## src/pcx_rle_decoder_core_defines.svh

```systemverilog
// Assertion macros for the PCX run-length decoder.
// Included by the top level; needs nothing else.
`ifndef PCX_RLE_DECODER_CORE_DEFINES_SVH
`define PCX_RLE_DECODER_CORE_DEFINES_SVH

// Same-cycle implication, checked out of reset
`define PCXRLE_ASSERT_NOW(label, clk, rst_n, ante, cons, msg) \
    label: assert property (@(posedge clk) disable iff (!rst_n) (ante) |-> (cons)) \
        else $error(msg);

// Next-cycle implication, checked out of reset
`define PCXRLE_ASSERT_NEXT(label, clk, rst_n, ante, cons, msg) \
    label: assert property (@(posedge clk) disable iff (!rst_n) (ante) |=> (cons)) \
        else $error(msg);

`endif

```

## src/pcxrle_pkg.sv

```systemverilog
// Shared types and constants for the PCX run-length decoder.
// No dependencies.
package pcxrle_pkg;

    localparam int VALUE_W = 8;
    localparam int COUNT_W = 6;
    localparam int SIZE_W  = 24;

    // Run header: both top bits set; low six bits hold the repeat count
    localparam logic [VALUE_W-1:0] RUN_MASK   = 8'hC0;
    localparam logic [VALUE_W-1:0] COUNT_MASK = 8'h3F;

    // One emit command handed from the front to the back
    typedef struct packed {
        logic [VALUE_W-1:0] value;
        logic [COUNT_W-1:0] count;
        logic               done;
    } cmd_t;

endpackage

```

## src/pcxrle_front.sv

```systemverilog
// Front end: holds the size register, classifies encoded bytes and
// issues truncated emit commands. Depends on pcxrle_pkg.
module pcxrle_front
(
    input  logic                               clk,
    input  logic                               rst_n,
    input  logic                               cfg_we,
    input  logic [pcxrle_pkg::SIZE_W-1:0]      cfg_data,
    input  logic                               in_valid,
    output logic                               in_stall,
    input  logic [pcxrle_pkg::VALUE_W-1:0]     in_byte,
    input  logic                               q_full,
    output logic                               push,
    output pcxrle_pkg::cmd_t                   push_cmd
);

    logic [pcxrle_pkg::SIZE_W-1:0]  expected_reg;
    logic [pcxrle_pkg::SIZE_W-1:0]  committed_reg, committed_next;
    logic                           awaiting_reg, awaiting_next;
    logic [pcxrle_pkg::COUNT_W-1:0] run_count_reg, run_count_next;

    logic                           accepted;
    logic                           complete;
    logic                           is_header;
    logic [pcxrle_pkg::SIZE_W-1:0]  remaining;
    logic [pcxrle_pkg::COUNT_W-1:0] raw_count;
    logic [pcxrle_pkg::COUNT_W-1:0] eff_count;
    logic                           emits;

    assign in_stall = q_full;
    assign accepted = in_valid && !in_stall;

    // Classify the request against the bytes already committed
    assign complete  = committed_reg >= expected_reg;
    assign remaining = expected_reg - committed_reg;
    assign is_header = !awaiting_reg &&
                       ((in_byte & pcxrle_pkg::RUN_MASK) == pcxrle_pkg::RUN_MASK);
    assign raw_count = awaiting_reg ? run_count_reg
                                    : pcxrle_pkg::COUNT_W'(1);

    // Truncate a run that would overshoot the image
    assign eff_count = (remaining < pcxrle_pkg::SIZE_W'(raw_count))
                       ? remaining[pcxrle_pkg::COUNT_W-1:0] : raw_count;
    assign emits     = accepted && !complete && !is_header;

    assign push           = emits && (eff_count != '0);
    assign push_cmd.value = in_byte;
    assign push_cmd.count = eff_count;
    assign push_cmd.done  = (pcxrle_pkg::SIZE_W'(eff_count) == remaining);

    // Advance the decode state
    always_comb
    begin
        awaiting_next  = awaiting_reg;
        run_count_next = run_count_reg;
        committed_next = committed_reg;
        if (accepted && !complete)
        begin
            if (is_header)
            begin
                awaiting_next  = 1'b1;
                run_count_next = pcxrle_pkg::COUNT_W'(in_byte & pcxrle_pkg::COUNT_MASK);
            end
            else
            begin
                awaiting_next  = 1'b0;
                run_count_next = '0;
                committed_next = committed_reg + pcxrle_pkg::SIZE_W'(eff_count);
            end
        end
    end

    always_ff @(posedge clk or negedge rst_n)
    begin
        if (!rst_n)
        begin
            expected_reg  <= '0;
            committed_reg <= '0;
            awaiting_reg  <= 1'b0;
            run_count_reg <= '0;
        end
        else
        begin
            if (cfg_we)
            begin
                expected_reg <= cfg_data;
            end
            committed_reg <= committed_next;
            awaiting_reg  <= awaiting_next;
            run_count_reg <= run_count_next;
        end
    end

endmodule

```

## src/pcxrle_queue.sv

```systemverilog
// Short command queue between the front and back ends.
// Depends on pcxrle_pkg for the command type.
module pcxrle_queue
#(
    parameter int DEPTH = 2
)
(
    input  logic             clk,
    input  logic             rst_n,
    input  logic             push,
    input  pcxrle_pkg::cmd_t push_cmd,
    output logic             full,
    input  logic             pop,
    output logic             empty,
    output pcxrle_pkg::cmd_t head_cmd
);

    localparam int PTR_W = (DEPTH > 1) ? $clog2(DEPTH) : 1;
    localparam int CNT_W = $clog2(DEPTH + 1);

    pcxrle_pkg::cmd_t entries_reg [DEPTH];
    logic [PTR_W-1:0] wr_ptr_reg, wr_ptr_next;
    logic [PTR_W-1:0] rd_ptr_reg, rd_ptr_next;
    logic [CNT_W-1:0] level_reg, level_next;
    logic             do_push;
    logic             do_pop;

    assign full     = (level_reg == CNT_W'(DEPTH));
    assign empty    = (level_reg == '0);
    assign do_push  = push && !full;
    assign do_pop   = pop && !empty;
    assign head_cmd = entries_reg[rd_ptr_reg];

    // Advance pointers with wrap at the depth
    always_comb
    begin
        wr_ptr_next = wr_ptr_reg;
        rd_ptr_next = rd_ptr_reg;
        level_next  = level_reg;
        if (do_push)
        begin
            wr_ptr_next = (wr_ptr_reg == PTR_W'(DEPTH - 1)) ? '0 : wr_ptr_reg + 1'b1;
        end
        if (do_pop)
        begin
            rd_ptr_next = (rd_ptr_reg == PTR_W'(DEPTH - 1)) ? '0 : rd_ptr_reg + 1'b1;
        end
        if (do_push && !do_pop)
        begin
            level_next = level_reg + 1'b1;
        end
        else if (do_pop && !do_push)
        begin
            level_next = level_reg - 1'b1;
        end
    end

    always_ff @(posedge clk or negedge rst_n)
    begin
        if (!rst_n)
        begin
            wr_ptr_reg <= '0;
            rd_ptr_reg <= '0;
            level_reg  <= '0;
        end
        else
        begin
            wr_ptr_reg <= wr_ptr_next;
            rd_ptr_reg <= rd_ptr_next;
            level_reg  <= level_next;
        end
    end

    // Store the incoming command
    always_ff @(posedge clk)
    begin
        if (do_push)
        begin
            entries_reg[wr_ptr_reg] <= push_cmd;
        end
    end

endmodule

```

## src/pcxrle_back.sv

```systemverilog
// Back end: expands queued commands into decoded bytes behind an
// output register. Depends on pcxrle_pkg.
module pcxrle_back
(
    input  logic                           clk,
    input  logic                           rst_n,
    input  logic                           q_empty,
    input  pcxrle_pkg::cmd_t               head_cmd,
    output logic                           pop,
    output logic                           busy,
    output logic [pcxrle_pkg::COUNT_W-1:0] left,
    output logic                           out_valid,
    input  logic                           out_stall,
    output logic [pcxrle_pkg::VALUE_W-1:0] pixel_byte,
    output logic                           run_last,
    output logic                           image_done
);

    logic                           busy_reg;
    logic [pcxrle_pkg::VALUE_W-1:0] value_reg;
    logic [pcxrle_pkg::COUNT_W-1:0] left_reg;
    logic                           done_reg;

    logic                           out_valid_reg;
    logic [pcxrle_pkg::VALUE_W-1:0] pixel_reg;
    logic                           last_reg;
    logic                           image_done_reg;

    logic                           slot_free;
    logic                           emit;
    logic                           final_byte;

    assign slot_free  = !out_valid_reg || !out_stall;
    assign emit       = busy_reg && slot_free;
    assign final_byte = (left_reg == pcxrle_pkg::COUNT_W'(1));
    assign pop        = !q_empty && (!busy_reg || (emit && final_byte));

    assign busy       = busy_reg;
    assign left       = left_reg;
    assign out_valid  = out_valid_reg;
    assign pixel_byte = pixel_reg;
    assign run_last   = last_reg;
    assign image_done = image_done_reg;

    // Load a new command or count down the current one
    always_ff @(posedge clk or negedge rst_n)
    begin
        if (!rst_n)
        begin
            busy_reg <= 1'b0;
            left_reg <= '0;
        end
        else if (pop)
        begin
            busy_reg <= 1'b1;
            left_reg <= head_cmd.count;
        end
        else if (emit)
        begin
            busy_reg <= !final_byte;
            left_reg <= left_reg - 1'b1;
        end
    end

    always_ff @(posedge clk)
    begin
        if (pop)
        begin
            value_reg <= head_cmd.value;
            done_reg  <= head_cmd.done;
        end
    end

    // Hold the output request until taken
    always_ff @(posedge clk or negedge rst_n)
    begin
        if (!rst_n)
        begin
            out_valid_reg <= 1'b0;
        end
        else if (emit)
        begin
            out_valid_reg <= 1'b1;
        end
        else if (!out_stall)
        begin
            out_valid_reg <= 1'b0;
        end
    end

    always_ff @(posedge clk)
    begin
        if (emit)
        begin
            pixel_reg      <= value_reg;
            last_reg       <= final_byte;
            image_done_reg <= done_reg && final_byte;
        end
    end

endmodule

```

## src/pcx_rle_decoder_core.sv

```systemverilog
// Channel   | valid     | stall     | payload
// ----------+-----------+-----------+----------------------------------
// input     | in_valid  | in_stall  | in_byte
// output    | out_valid | out_stall | pixel_byte, run_last, image_done
// config    | cfg_we    | (none)    | cfg_data
//
// A literal emits one byte and a run emits its repeat count of bytes;
// a run header consumes an input byte and queues no command.
// Throughput is set by the back end, which emits one byte per cycle while it has a command and out_stall is low.
// Input is stalled only while the command queue is full.
// Reset clears all control state; the image size resets to zero.
// Top level of the PCX run-length decoder; uses pcxrle_pkg,
// pcxrle_front, pcxrle_queue, pcxrle_back and the assertion macros.
`include "pcx_rle_decoder_core_defines.svh"

module pcx_rle_decoder_core
#(
    parameter int QUEUE_DEPTH = 2
)
(
    input  logic                           clk,
    input  logic                           rst_n,
    input  logic                           cfg_we,
    input  logic [pcxrle_pkg::SIZE_W-1:0]  cfg_data,
    input  logic                           in_valid,
    output logic                           in_stall,
    input  logic [pcxrle_pkg::VALUE_W-1:0] in_byte,
    output logic                           out_valid,
    input  logic                           out_stall,
    output logic [pcxrle_pkg::VALUE_W-1:0] pixel_byte,
    output logic                           run_last,
    output logic                           image_done
);

    logic                           q_full;
    logic                           q_empty;
    logic                           push;
    logic                           pop;
    pcxrle_pkg::cmd_t               push_cmd;
    pcxrle_pkg::cmd_t               head_cmd;
    logic                           busy;
    logic [pcxrle_pkg::COUNT_W-1:0] left;

    pcxrle_front u_front
    (
        .clk      (clk),
        .rst_n    (rst_n),
        .cfg_we   (cfg_we),
        .cfg_data (cfg_data),
        .in_valid (in_valid),
        .in_stall (in_stall),
        .in_byte  (in_byte),
        .q_full   (q_full),
        .push     (push),
        .push_cmd (push_cmd)
    );

    pcxrle_queue #(
        .DEPTH (QUEUE_DEPTH)
    ) u_queue
    (
        .clk      (clk),
        .rst_n    (rst_n),
        .push     (push),
        .push_cmd (push_cmd),
        .full     (q_full),
        .pop      (pop),
        .empty    (q_empty),
        .head_cmd (head_cmd)
    );

    pcxrle_back u_back
    (
        .clk        (clk),
        .rst_n      (rst_n),
        .q_empty    (q_empty),
        .head_cmd   (head_cmd),
        .pop        (pop),
        .busy       (busy),
        .left       (left),
        .out_valid  (out_valid),
        .out_stall  (out_stall),
        .pixel_byte (pixel_byte),
        .run_last   (run_last),
        .image_done (image_done)
    );

    // Checks on the decoder's own logic
    `PCXRLE_ASSERT_NOW(a_push_nonzero, clk, rst_n, push, push_cmd.count != '0, "empty command queued")
    `PCXRLE_ASSERT_NOW(a_busy_left, clk, rst_n, busy, left != '0, "back end busy with no bytes left")
    `PCXRLE_ASSERT_NOW(a_done_last, clk, rst_n, out_valid && image_done, run_last, "image done off a run end")
    `PCXRLE_ASSERT_NEXT(a_pop_busy, clk, rst_n, pop, busy, "command popped but back end idle")

endmodule
```

## config.mk

```make
export PLATFORM = sky130hd
export DESIGN_NAME = pcx_rle_decoder_core
export DESIGN_NICKNAME = d
export VERILOG_FILES = /design/src/pcxrle_pkg.sv /design/src/pcxrle_front.sv /design/src/pcxrle_queue.sv /design/src/pcxrle_back.sv /design/src/pcx_rle_decoder_core.sv
export VERILOG_INCLUDE_DIRS = /design/src /design/src/src
export SDC_FILE = /design/constraint.sdc
export NUM_CORES = 1
export LEC_CHECK = 0
export ABC_CLOCK_PERIOD_IN_PS = 6300
export BUFFER_PORTS_ARGS = -buffer_cell sky130_fd_sc_hd__buf_4
export CORE_MARGIN = 5
export CORE_UTILIZATION = 30
export CTS_CLUSTER_SIZE = 28
export DETAILED_ROUTE_END_ITERATION = 16
export SLEW_MARGIN = 15
export SYNTH_ARGS = -nofsm -noshare
export SYNTH_HDL_FRONTEND = slang
export SYNTH_SLANG_ARGS = --single-unit
```

## constraint.sdc

```tcl
create_clock -name clk -period 6.3 [get_ports clk]
set_input_delay 1.26 -clock clk [delete_from_list [all_inputs] [get_ports clk]]
set_output_delay 1.26 -clock clk [all_outputs]
set_load 0.02 [all_outputs]
```

==> qor.yml <==
power:
  p_leak_nw: 3.18
  p_per_area_nw_per_um2: 354
  p_clk_share_pct: 34.6
  peakVddDrop_v: 0.000205
  switching_power_mw: 0.913
  comb_power_share_pct: 29.7
  report.power.total_mw: 2.75
  swShare_pct: 33.2
  internal-power_mw: 1.84
  p_seq_share_pct: 35.7
setup_path:
  cp_top_family: "simple AND/OR/NAND/NOR gates"
  cp_max_fo: 8
  r2r-start: "u_front.committed_reg[0]"
  arrival_ns: 5.80
  path_buf_inv: 1
  startpoint: "u_front.committed_reg[0]"
  cp_cell_sequence: "ha_1 > fa_1 > nor2b_1 > o21ai_2 > a21o_1 > a311o_1 > a21boi_1 > o2111ai_1 > nor4_2 > and4_1 > mux2i_1 > inv_1 > fa_1 > nor2b_1 > o21ai_0 > nand2b_1 > a21o_1 > a21o_1 > nand3_1 > nor4_1 > xnor2_1"
  r2r_setup_slack_ns: 0.83
  critical_path_class: "flop to flop"
  crit_top_cell: "a21o_1"
  max_stage_delay_ns: 0.49
  cp-start-kind: "flop"
  slowest_stage: "and4_1"
  worstPathRequired_ns: 6.64
  end_kind: "flop"
yosys:
  synth-adder-area-share_pct: 7.90
  synth_compound_area_share_pct: 13.1
  synth.net_count: 690
  ys_ff_latch: 116
  ys_types: 63
  synthCells: 613
  synth_edf_count: 49
  syn_area_per_cell_sq_um: 10.6
  synthXorXnorAreaFrac_pct: 6.58
  yosysSeqAreaShare_pct: 48.2
  synth_top_family_by_area: "compound AO/OA/AOI/OAI gates"
  synth_top_area_share_pct: 25.7
  synthTopCellsByArea: "dfrtp_1 26%, edfxtp_1 23%, ha_1 7.3%"
  yosys.area_share.simple_pct: 12.6
  synth-main-ff-cell: "dfrtp_1"
  synth_warnings: 0
  muxShareOfSynthArea_pct: 7.92
  yosys.area.top_type: "dfrtp_1"
  synth_area_sq_um: 6530
  async_flop_share_pct: 57.8
floorplanning:
  dieArea_sq_um: 24800
  start_util_pct: 30.2
  die-height_um: 157
  core_region_area_sq_um: 21600
  fp-row-count: 54
  dieWidth_um: 157
  io_pins: 49
cts:
  clock_sinks: 116
  cts_inserted_buffers: 17
  post_cts_buffers: 0
  path_clk_slew_ns: 0.06
  cts-root-buf: "clkbuf_16"
  cts_tree: "done"
  cts_resized: 0
  insertion_delay_ns: 0.42
  hold_buffers: 0
  h-tree-depth: 4
  cts.path.max_buffers: 2
sta:
  period_share_pct: 86.8
  rsz0062_at_grt: "false"
  tightestPinTransition_ns: 0.869
  maxSlewHeadroom_pct: 42.1
  drv_slew: 0
  max_freq_ghz: 0.183
  tns_ns: 0
  worst_clock_skew_ns: 0.0118
  fin_crit_ns: 5.47
  hold_viol_final: 0
  finalSetupViolations: 0
routing:
  postRouteAntennaNets: 0
  routed_via_density: 4.71
  first_pass_iters: 4
  drcViolationCount: 0
  wl_per_cell_um: 14.0
  routed_wl_mm: 13.5
  drt_iter0_drc: 315
  num_vias: 4514
final_layout:
  drive_gt1_share_pct: 18.7
  fin_cells: 959
  largest_register_ff_count: 30
  layout.nets: 743
  fin_util_pct: 35.9
  register_area_sq_um: 3150
  final_cell_mix: "67 x nand2_1, 67 x dfrtp_1, 51 x buf_4, 49 x edfxtp_1, 43 x inv_1"
  multi_input_area_sq_um: 3140
  antenna_cells: 0
  syn2layout_area_growth_pct: 19.0
  fill_cells: 2139
grt:
  grt_first_pass_wirelength_mm: 22.9
  antenna_found_initial: 0
  grt_max_degree: 68
  grt_overflow: 0
  track_usage_pct: 11.7
  first_global_vias: 4588
placement:
  dp_cells: 927
  gp_congestion: 0.871
  io_buffers: 48
  dp_hpwl_mm: 10.1
hold_path:
  min_from: "u_back.value_reg[1]"
  hp-class: "flop to flop"
outcome:
  status: "completed"
flow_run:
  cap_violations: 0
[routing by layer]
metal  part of all wire, %  up-vias  wire length, um  track usage, %
met5                     0        -                0               0
met4                   1.2        0              158            3.85
met3                   4.0       11              536            2.94
met2                    47       96             6400            19.3
met1                    47     2110             6380            15.0
li1                      -     2297                -               -
[area by class of cell]
class                   count  share of cell area (%)
clock buffers              18                    5.53
well taps                 280                    4.51
repair buffers             51                    4.93
inverters                  43                    2.08
clock inverters            14                    2.00
flip-flops and latches    116                    40.5
multi-input cells         437                    40.4
[cell usage after synthesis (4+ instances only)]
cell type,n
dfrtp_1,67
nand2_1,67
edfxtp_1,49
inv_1,43
ha_1,38
a21oi_1,35
o21ai_0,35
mux2_2,33
xnor2_1,31
nor2_1,27
xor2_1,18
a21o_1,14
nor3_1,14
mux2i_1,13
nand3_1,13
clkbuf_1,10
nor2b_1,9
nor4_1,7
nand4_1,6
o21a_1,6
a31oi_1,5
and3_1,5
buf_2,5
a211oi_1,4
a21boi_1,4
nand2b_1,4
o21ai_1,4
[power by group through the flow]
| stage | registers, mW | logic [mW] | clock network (mW) |
|---|---|---|---|
| finish | 0.983 | 0.816 | 0.951 |
| global placement | 0.995 | 0.802 | 0 |
| detailed placement | 0.998 | 0.816 | 0 |
| CTS | 0.984 | 0.824 | 0.971 |
| floorplan | 0.970 | 0.640 | 0 |
| global route | 0.997 | 0.931 | 1.01 |
[cells by family after synthesis]
kind of cell / after synthesis
mux: 47
flops: 116
xor+xnor: 49
buf+inv: 60
compound gates: 132
fa+ha+maj: 40
simple gates: 169
[worst reg2reg max path, stage by stage, from the launching register on]
cell and delay, ns:
dfrtp_1 0.40, ha_1 0.25, fa_1 0.41, nor2b_1 0.21, o21ai_2 0.12, a21o_1 0.20, a311o_1 0.34, a21boi_1 0.17
o2111ai_1 0.15, nor4_2 0.22, and4_1 0.49, mux2i_1 0.45, inv_1 0.11, fa_1 0.45, nor2b_1 0.12, o21ai_0 0.08
nand2b_1 0.14, a21o_1 0.13, a21o_1 0.15, nand3_1 0.29, nor4_1 0.33, xnor2_1 0.17
[path summary, 6_finish.rpt]
check,end,cells past startpoint
max reg2reg,u_front.committed_reg[20],21
max in group asynchronous,u_back.left[0],1
min,u_back.pixel_byte[1],0
min reg2reg,u_back.pixel_byte[1],0
max,u_front.committed_reg[20],21
min in group asynchronous,u_front.expected_reg[18],1
[stage by stage]
step                instance area, sq um  hold slack (ns)  worst slack, ns
floorplan                           6530            0.400             1.73
global placement                    7180            0.402             1.01
detailed placement                  7180            0.406            0.929
CTS                                 7770            0.421            0.878
global route                        7770            0.429            0.370
finish                              7770            0.419            0.831
No activity file was read; power rests on OpenSTA's default activity.
